File: src/hw/rtl/sle_pkg.sv
// Package for the serial line editor: character codes, line status codes,
// the result record and the limit constants. No dependencies.
package sle_pkg;

    localparam int LINE_MAX  = 256;
    localparam int LIMIT_TOP = (LINE_MAX < 256) ? LINE_MAX : 256;
    localparam int FIFO_DEPTH = 4;
    localparam int PTR_W      = $clog2(FIFO_DEPTH);
    localparam int CNT_W      = $clog2(FIFO_DEPTH + 1);

    localparam logic [7:0] CH_CTRL_C = 8'h03;
    localparam logic [7:0] CH_BS     = 8'h08;
    localparam logic [7:0] CH_LF     = 8'h0A;
    localparam logic [7:0] CH_CR     = 8'h0D;
    localparam logic [7:0] CH_SPACE  = 8'h20;
    localparam logic [7:0] CH_TILDE  = 8'h7E;
    localparam logic [7:0] CH_DEL    = 8'h7F;

    localparam logic [8:0] LIM_REG_RESET = 9'd256;

    typedef enum logic [1:0] {
        ST_BUSY  = 2'd0,
        ST_EOL   = 2'd1,
        ST_ABORT = 2'd2,
        ST_FULL  = 2'd3
    } line_status_t;

    typedef struct packed {
        logic         echo_valid;
        logic [7:0]   echo_byte;
        logic         store_valid;
        logic [7:0]   store_index;
        logic [7:0]   store_byte;
        line_status_t line_status;
        logic [7:0]   line_length;
        logic         last_result;
    } result_t;

    // limit minus one, from the raw register value
    function automatic logic [7:0] limit_m1(input logic [8:0] v);
        logic [8:0] lim;
        lim = v;
        if (lim < 9'd2) lim = 9'd2;
        if (lim > 9'(LIMIT_TOP)) lim = 9'(LIMIT_TOP);
        return 8'(lim - 9'd1);
    endfunction

endpackage

File: src/hw/rtl/serial_line_editor.sv
// Top level of the serial line editor: limit register, decoder and result queue.
// Depends on sle_pkg, sle_core and sle_fifo.
//
//  channel | handshake             | payload
//  --------+-----------------------+-------------------------------------------
//  in      | in_valid / in_stall   | rx_byte
//  out     | out_valid / out_stall | echo_*, store_*, line_status, line_length,
//          |                       | last_result
//  cfg     | cfg_valid / cfg_ready | cfg_data (max_line_length)
//
// One byte per cycle while in_stall is low; a request is decoded in the cycle it is
// taken; results leave a four-entry queue one per cycle while out_stall is low.
// in_stall rises while the queue lacks room for two results.
// Reset clears the fill count, empties the queue and sets the limit to 256.
// cfg is always ready.
module serial_line_editor import sle_pkg::*;
(
    input  logic       clk,
    input  logic       rst_n,
    input  logic       in_valid,
    output logic       in_stall,
    input  logic [7:0] rx_byte,
    output logic       out_valid,
    input  logic       out_stall,
    output logic       echo_valid,
    output logic [7:0] echo_byte,
    output logic       store_valid,
    output logic [7:0] store_index,
    output logic [7:0] store_byte,
    output logic [1:0] line_status,
    output logic [7:0] line_length,
    output logic       last_result,
    input  logic       cfg_valid,
    output logic       cfg_ready,
    input  logic [8:0] cfg_data
);

    logic [7:0] lim_m1_reg;
    logic       accept;
    logic       room2;
    result_t    res0;
    result_t    res1;
    result_t    head;
    logic [1:0] res_count;
    logic [1:0] push_count;

    assign cfg_ready = 1'b1;
    assign in_stall  = !room2;
    assign accept    = in_valid && room2;
    assign push_count = accept ? res_count : 2'd0;

    always_ff @(posedge clk or negedge rst_n)
    begin
        if (!rst_n)
            lim_m1_reg <= limit_m1(LIM_REG_RESET);
        else if (cfg_valid && cfg_ready)
            lim_m1_reg <= limit_m1(cfg_data);
    end

    sle_core u_core (
        .clk       (clk),
        .rst_n     (rst_n),
        .accept    (accept),
        .rx_byte   (rx_byte),
        .lim_m1    (lim_m1_reg),
        .res0      (res0),
        .res1      (res1),
        .res_count (res_count)
    );

    sle_fifo u_fifo (
        .clk        (clk),
        .rst_n      (rst_n),
        .push_count (push_count),
        .push0      (res0),
        .push1      (res1),
        .pop        (out_valid && !out_stall),
        .room2      (room2),
        .not_empty  (out_valid),
        .head       (head)
    );

    assign echo_valid  = head.echo_valid;
    assign echo_byte   = head.echo_byte;
    assign store_valid = head.store_valid;
    assign store_index = head.store_index;
    assign store_byte  = head.store_byte;
    assign line_status = head.line_status;
    assign line_length = head.line_length;
    assign last_result = head.last_result;

endmodule

File: src/hw/rtl/sle_core.sv
// Byte decoder and fill count for the serial line editor.
// Produces up to two result records per accepted byte. Uses sle_pkg.
module sle_core import sle_pkg::*;
(
    input  logic       clk,
    input  logic       rst_n,
    input  logic       accept,
    input  logic [7:0] rx_byte,
    input  logic [7:0] lim_m1,
    output result_t    res0,
    output result_t    res1,
    output logic [1:0] res_count
);

    logic [7:0] fill_reg;
    logic [7:0] fill_next;
    logic [7:0] mid;
    logic       first;
    logic       is_print;
    logic       is_bs;
    result_t    full_res;

    always_ff @(posedge clk or negedge rst_n)
    begin
        if (!rst_n)
            fill_reg <= 8'd0;
        else if (accept)
            fill_reg <= fill_next;
    end

    always_comb
    begin
        is_print  = (rx_byte >= CH_SPACE) && (rx_byte <= CH_TILDE);
        is_bs     = ((rx_byte == CH_DEL) || (rx_byte == CH_BS)) && (fill_reg != 8'd0);
        res0      = '0;
        res1      = '0;
        res_count = 2'd0;
        fill_next = fill_reg;
        mid       = fill_reg;
        first     = 1'b0;
        full_res  = '0;
        if ((rx_byte == CH_CR) || (rx_byte == CH_LF))
        begin
            res0.store_valid = 1'b1;
            res0.store_index = fill_reg;
            res0.line_status = ST_EOL;
            res0.line_length = fill_reg;
            res0.last_result = 1'b1;
            res_count        = 2'd1;
            fill_next        = 8'd0;
        end
        else if (rx_byte == CH_CTRL_C)
        begin
            res0.store_valid = 1'b1;
            res0.line_status = ST_ABORT;
            res0.last_result = 1'b1;
            res_count        = 2'd1;
            fill_next        = 8'd0;
        end
        else
        begin
            if (is_print)
            begin
                res0.echo_valid  = 1'b1;
                res0.echo_byte   = rx_byte;
                res0.store_valid = 1'b1;
                res0.store_index = fill_reg;
                res0.store_byte  = rx_byte;
                res0.last_result = 1'b1;
                mid              = fill_reg + 8'd1;
                first            = 1'b1;
            end
            else if (is_bs)
            begin
                res0.echo_valid  = 1'b1;
                res0.echo_byte   = rx_byte;
                res0.last_result = 1'b1;
                mid              = fill_reg - 8'd1;
                first            = 1'b1;
            end
            fill_next = mid;
            res_count = {1'b0, first};
            full_res.store_valid = 1'b1;
            full_res.store_index = mid;
            full_res.line_status = ST_FULL;
            full_res.line_length = mid;
            full_res.last_result = 1'b1;
            if (mid >= lim_m1)
            begin
                fill_next = 8'd0;
                if (first)
                begin
                    res0.last_result = 1'b0;
                    res1             = full_res;
                    res_count        = 2'd2;
                end
                else
                begin
                    res0      = full_res;
                    res_count = 2'd1;
                end
            end
        end
    end

endmodule

File: src/hw/rtl/sle_fifo.sv
// Result queue for the serial line editor: takes up to two records a cycle,
// hands out one when popped. Uses sle_pkg.
module sle_fifo import sle_pkg::*;
(
    input  logic       clk,
    input  logic       rst_n,
    input  logic [1:0] push_count,
    input  result_t    push0,
    input  result_t    push1,
    input  logic       pop,
    output logic       room2,
    output logic       not_empty,
    output result_t    head
);

    result_t           mem_reg [FIFO_DEPTH];
    logic [PTR_W-1:0]  wr_reg;
    logic [PTR_W-1:0]  rd_reg;
    logic [CNT_W-1:0]  cnt_reg;
    logic [PTR_W-1:0]  wr_plus1;

    assign wr_plus1  = wr_reg + PTR_W'(1);
    assign not_empty = (cnt_reg != '0);
    assign room2     = (cnt_reg <= CNT_W'(FIFO_DEPTH - 2));
    assign head      = mem_reg[rd_reg];

    always_ff @(posedge clk)
    begin
        if (push_count != 2'd0)
            mem_reg[wr_reg] <= push0;
        if (push_count == 2'd2)
            mem_reg[wr_plus1] <= push1;
    end

    always_ff @(posedge clk or negedge rst_n)
    begin
        if (!rst_n)
        begin
            wr_reg  <= '0;
            rd_reg  <= '0;
            cnt_reg <= '0;
        end
        else
        begin
            wr_reg  <= wr_reg + PTR_W'(push_count);
            if (pop)
                rd_reg <= rd_reg + PTR_W'(1);
            cnt_reg <= cnt_reg + CNT_W'(push_count) - CNT_W'(pop);
        end
    end

endmodule

File: config.mk
export PLATFORM = sky130hd
export DESIGN_NAME = serial_line_editor
export DESIGN_NICKNAME = d
export VERILOG_FILES = /design/src/hw/rtl/sle_pkg.sv /design/src/hw/rtl/serial_line_editor.sv /design/src/hw/rtl/sle_core.sv /design/src/hw/rtl/sle_fifo.sv
export SDC_FILE = /design/constraint.sdc
export NUM_CORES = 1
export LEC_CHECK = 0
export BUFFER_PORTS_ARGS = -buffer_cell sky130_fd_sc_hd__buf_2
export CORE_ASPECT_RATIO = 0.5
export CORE_MARGIN = 2
export CORE_UTILIZATION = 43
export CTS_CLUSTER_SIZE = 30
export DETAILED_ROUTE_END_ITERATION = 10
export GPL_ROUTABILITY_DRIVEN = 0
export GPL_TIMING_DRIVEN = 0
export PLACE_DENSITY_LB_ADDON = 0.08
export SKIP_CTS_REPAIR_TIMING = 1
export SLEW_MARGIN = 40
export SYNTH_ARGS = -nofsm -noshare
export SYNTH_HDL_FRONTEND = slang
export SYNTH_SLANG_ARGS = --single-unit
File: constraint.sdc
create_clock -name clk -period 5.6 [get_ports clk]
set_input_delay 0.56 -clock clk [delete_from_list [all_inputs] [get_ports clk]]
set_output_delay 0.56 -clock clk [all_outputs]
set_load 0.05 [all_outputs]
### Word-level counts from Yosys, hierarchy flattened

Memories as Yosys holds them, arrays and structs flattened.
Index checks and enable logic that the tools add are counted.

| word-level totals | value |
|---|---|
| input bits | 22 |
| RAM bits | 148 |
| register bits | 23 |
| memories | 1 |

Memories:

| memory | words | width | rd ports | clocked after memory_dff | write ports | line | text |
|---|---|---|---|---|---|---|---|
| u_fifo.mem_reg | 4 | 37 | 1 | 0 | 2 | sle_fifo.sv:16 | `result_t mem_reg [FIFO_DEPTH];` |

| operators by class | value |
|---|---|
| eq/ne operators | 6 |
| $lt $le $gt $ge | 6 |
| reduce and logical (&&, ||, !) cells | 11 |
| mux-type cells | 44 |
| add/subtract/negate cells | 8 |

Operator list:

| operator | count |
|---|---|
| $mux W37 | 4 |
| $mux W8 | 11 |
| $mux W9 | 7 |
| $mux W36 | 1 |
| $mux W28 | 1 |
| $eq A8 B4 Y1 const B | 3 |
| $mux W17 | 1 |
| $mux W16 | 1 |
| $sub A8 B1 Y8 const B | 2 |
| $mux W2 | 6 |
| $mux W1 | 11 |
| $mux W11 | 1 |
| $gt A9 B9 Y1 const B | 1 |
| $lt A9 B2 Y1 const B | 1 |
| $add A8 B1 Y8 const B | 1 |
| $eq A8 B2 Y1 const B | 1 |
| $eq A8 B7 Y1 const B | 1 |
| $ge A8 B6 Y1 const B | 1 |
| $ge A8 B8 Y1 | 1 |
| $le A8 B7 Y1 const B | 1 |
| $reduce_bool A8 Y1 | 1 |
| $add A2 B1 Y2 const B | 2 |
| $logic_and A1 B1 Y1 | 4 |
| $add A3 B2 Y3 | 1 |
| other kinds (8) | 10 |

### Longest topological paths before layout

| logic depth | value |
|---|---|
| depth in word-level cells | 15 |
| depth in mapped cells | 24 |
| mapped depth without buffers | 21 |

### Cells and area by module

From an unflattened synthesis, not the netlist that was laid out.

| second synthesis, totals | value |
|---|---|
| cells, all modules | 690 |
| area total of the unflattened synthesis | 10,119.7 um^2 |

Modules (own cells, without submodules):

| module | cells an instance | times used | area each (um^2) |
|---|---|---|---|
| sle_fifo | 397 | 1 | 7,861.3 |
| sle_core | 230 | 1 | 1,707.9 |
| serial_line_editor | 63 | 1 | 550.5 |

### Worst setup path before layout

No wires, ideal clock.

| timing | value |
|---|---|
| kind | in2reg |
| start point | in rx_byte[4] |
| end point | mem u_fifo.mem_reg[3][0] in the netlist's numbering (enable) |
| arrival time | 5,738 ps |
| data required time | 5,206 ps |
| path buffers | 3 |
| stages on the path | 19 |
| setup slack | -533 ps |
| setup time | 394 ps |
| cell sequence | or4_4 > or4_4 > a21oi_4 > a31oi_1 > xnor2_2 > inv_1 > ha_1 > a211oi_1 > o221ai_1 > o21ai_1 > inv_1 > clkbuf_1 > ha_1 > or2_2 > o21bai_1 > or2_2 > clkbuf_1 > clkbuf_1 > nand2_1 |

RTL lines:

| what | line | text |
|---|---|---|
| start: declaration | serial_line_editor.sv:22 | `input logic [7:0] rx_byte,` |
| end: declaration | sle_fifo.sv:16 |  |

==> results.md <==
* GRT overflow at 0
* Top FF cell, synth: edfxtp_1
* Initial antenna violation count at 0
* Final nets at 968
* Final cell count without fillers at 1206
* Setup Viol. Count Final at 0
* Routed Wire Length at 27.58 mm
* Critical path launch point type: primary input
* Async SR Flop Fraction at 0.1345
* Core Area at 0.01959 mm2
* Critical Path AT at 5.72 ns
* Max clock buf depth at 2
* Clock Latency Late Sink at 0.44 ns
* Die height at 104.4 um
* Fin util at 0.5261
* Largest cells by area after synthesis: edfxtp_1 28%, dfxtp_1 16%, mux4_2 9.6%, dfrtp_1 4.3%, nand2_1 4.3%
* Tot GR Track Use at 0.2674
* Post-route ant nets at 0
* Dpl ws at -1.949 ns
* Area Overhead vs Synth at 18.87%
* Largest stage delay on the critical path at 0.57 ns
* Final Hold Fails at 0
* Peak Freq at 184.0 MHz
* Routed vias at 7346
* Detailed Routing Iterations Pass 1 at 8
* Worst-path clk slew at 0.07 ns
* DIE AREA at 0.02139 mm2
* Proportion of layout cells with a drive suffix above 1 at 0.2500
* Synth Instances at 838
* Least-Margin Pin Slew at 0.9464 ns
* Mean number of vias per cell at 6.091
* Num CTS Buffers at 17
* Antenna diodes at 0
* Htree depth at 4
* Sequential element share of the synthesized area at 0.5016
* Top-count cell post-synth: nand2_1
* First-pass GRT wire length at 41.85 mm
* Clk sink count at 171
* Port bufs at 60
* Fillers at 1788
* Leak Pwr at 3.885 nW
* Chip Width at 204.8 um
* Row Count at 36
* DR iter-0 viols at 594
* Peak supply drop at 0.2358 mV
* IO Pins at 62
* Flops & latches, synth at 171
* Distinct cells, synth at 70
* Critical Path Slowest Stage Cell: or4_4
* Tmin final at 5.435 ns
* Syn. warnings at 0
* Top cells by instance count after synthesis: 100 x nand2_1, 80 x edfxtp_1, 68 x dfxtp_1
* Clock skew at 0.006907 ns
* Final Max Slew Viols at 0
* CP Class: in -> reg
* Crit-path max FO at 7
* Rel. slew slack at 0.3671
* Hold Path Class: in -> async
* Placed Cells at 1166
* Largest net degree at the start of global routing at 24
* Wire length per cell at 22.87 um
* Tcrit/Tclk final at 0.9705
* Pwr Density at 483.4 mW/mm2
* Yosys top cell area share at 0.2771
* Max_cap viols at 0
* Post-Syn Area at 0.008671 mm2
* Required time of the critical path at 5.89 ns
* Status: finished, final reports clean
* Avg Inst Size Synth at 10.35 um2
* Initial core utilization at 0.4425
* EDFF count, synth at 80
* Syn Nets at 879
* CP endpoint kind: flip-flop
* Residual DRC at 0
* Root cell of the clock tree: clkbuf_16
* Critical path, cell by cell: buf_2, or4_4, or4_4, a21oi_4, a31oi_2, xnor2_2, inv_1, ha_1, a211oi_1, o221ai_2, o21ai_4, clkinvlp_4, ha_1, nand2b_4, nor3_4, nand2_4, o22a_2, or4_1, o211ai_1
* DPL Wire Length at 18.60 mm
* Number of global-route vias before repair at 6925
* Largest register FFs at 148
* Final Worst Setup Slack at 0.1655 ns
* CTS tree: yes
* Setup TNS at 0 ns
* Synth area leader: edfxtp_1
[cell usage in the layout, fill, tap and decap left out, types with 14 or more instances in the layout]
cell type	Yosys	final
nand3_1	60	58
a21oi_1	58	58
dfxtp_1	68	68
clkbuf_16	0	17
nand2_1	100	95
buf_2	8	74
mux4_2	37	37
o21ai_0	50	49
clkbuf_2	1	14
o22ai_1	44	44
clkbuf_1	46	22
nor2_1	49	48
buf_4	1	17
dfrtp_1	15	15
ha_1	18	18
edfxtp_1	80	80
inv_1	27	26
[critical path, delay by kind of cell]
kind            cells  cell delay, ns
compound gates      7            1.51
xor+xnor            1            0.21
simple gates        6            2.29
fa+ha+maj           2            0.67
buf+inv             3            0.45
[metal layers]
layer  vias up  part of all wire  global-route usage
li1       3313                 -                   -
met1      3662              0.46              0.3889
met2       335              0.44              0.3960
met3        36             0.079             0.05858
met4         0             0.018             0.08437
met5         -                 0                   0
[final timing paths]
| check | cells past startpoint | slack, ns | start | endpoint |
|---|---|---|---|---|
| setup / recovery | 19 | 0.17 | rx_byte[4] | u_fifo.mem_reg[2][25] |
| hold / removal | 1 | 0.11 | rst_n | u_fifo.cnt_reg[1] |
| setup reg to reg | 20 | 0.26 | u_core.fill_reg[1] | u_fifo.mem_reg[2][25] |
| hold reg to reg | 2 | 0.46 | u_fifo.mem_reg[3][32] | u_fifo.mem_reg[3][32] |
| max in group asynchronous | 1 | 5.10 | rst_n | u_fifo.rd_reg[0] |
| min in group clk | 2 | 0.37 | cfg_valid | lim_m1_reg[3] |
[logic make-up after synthesis]
family	Yosys count	share of synthesized area
and+or+nand+nor	293	0.1642
AOI/OAI and AO/OA	208	0.1482
DFF	171	0.5016
buffers and inverters	92	0.04243
muxes	40	0.09986
adders and majority gates	19	0.02828
xor gates and xnor gates	14	0.01501
other	1	0.0004325
[metrics by stage]
stage | power (mW) | area [um2] | hold slack, ns
after floorplan | 3.193 | 8732 | 0.2644
after global placement | 3.673 | 9365 | 0.4403
after detailed placement | 3.719 | 9423 | 0.4474
after CTS | 4.935 | 10020 | 0.1198
after global routing | 5.225 | 10310 | 0.1441
final | 4.982 | 10310 | 0.1138
[power breakdown]
group	total [mW]	leakage (nW)	switching [mW]	internal, mW
registers	1.68	1.58	0.118	1.57
logic	2.07	2.01	1.41	0.668
clock network	1.22	0.287	0.524	0.701
total	4.98	3.89	2.05	2.94
[final cells by class]
type,count,area [um2],area share
plain buffers,58,295.3,0.02865
inverters,28,108.9,0.01056
clock buffers,17,425.4,0.04127
repair buffers,75,407.9,0.03957
well taps,266,332.8,0.03229
flip-flops and latches,171,4349,0.4219
clock inverters,15,171.4,0.01663
multi-input cells,576,4217,0.4091
Note: power is estimated with default switching activity, not from simulation.
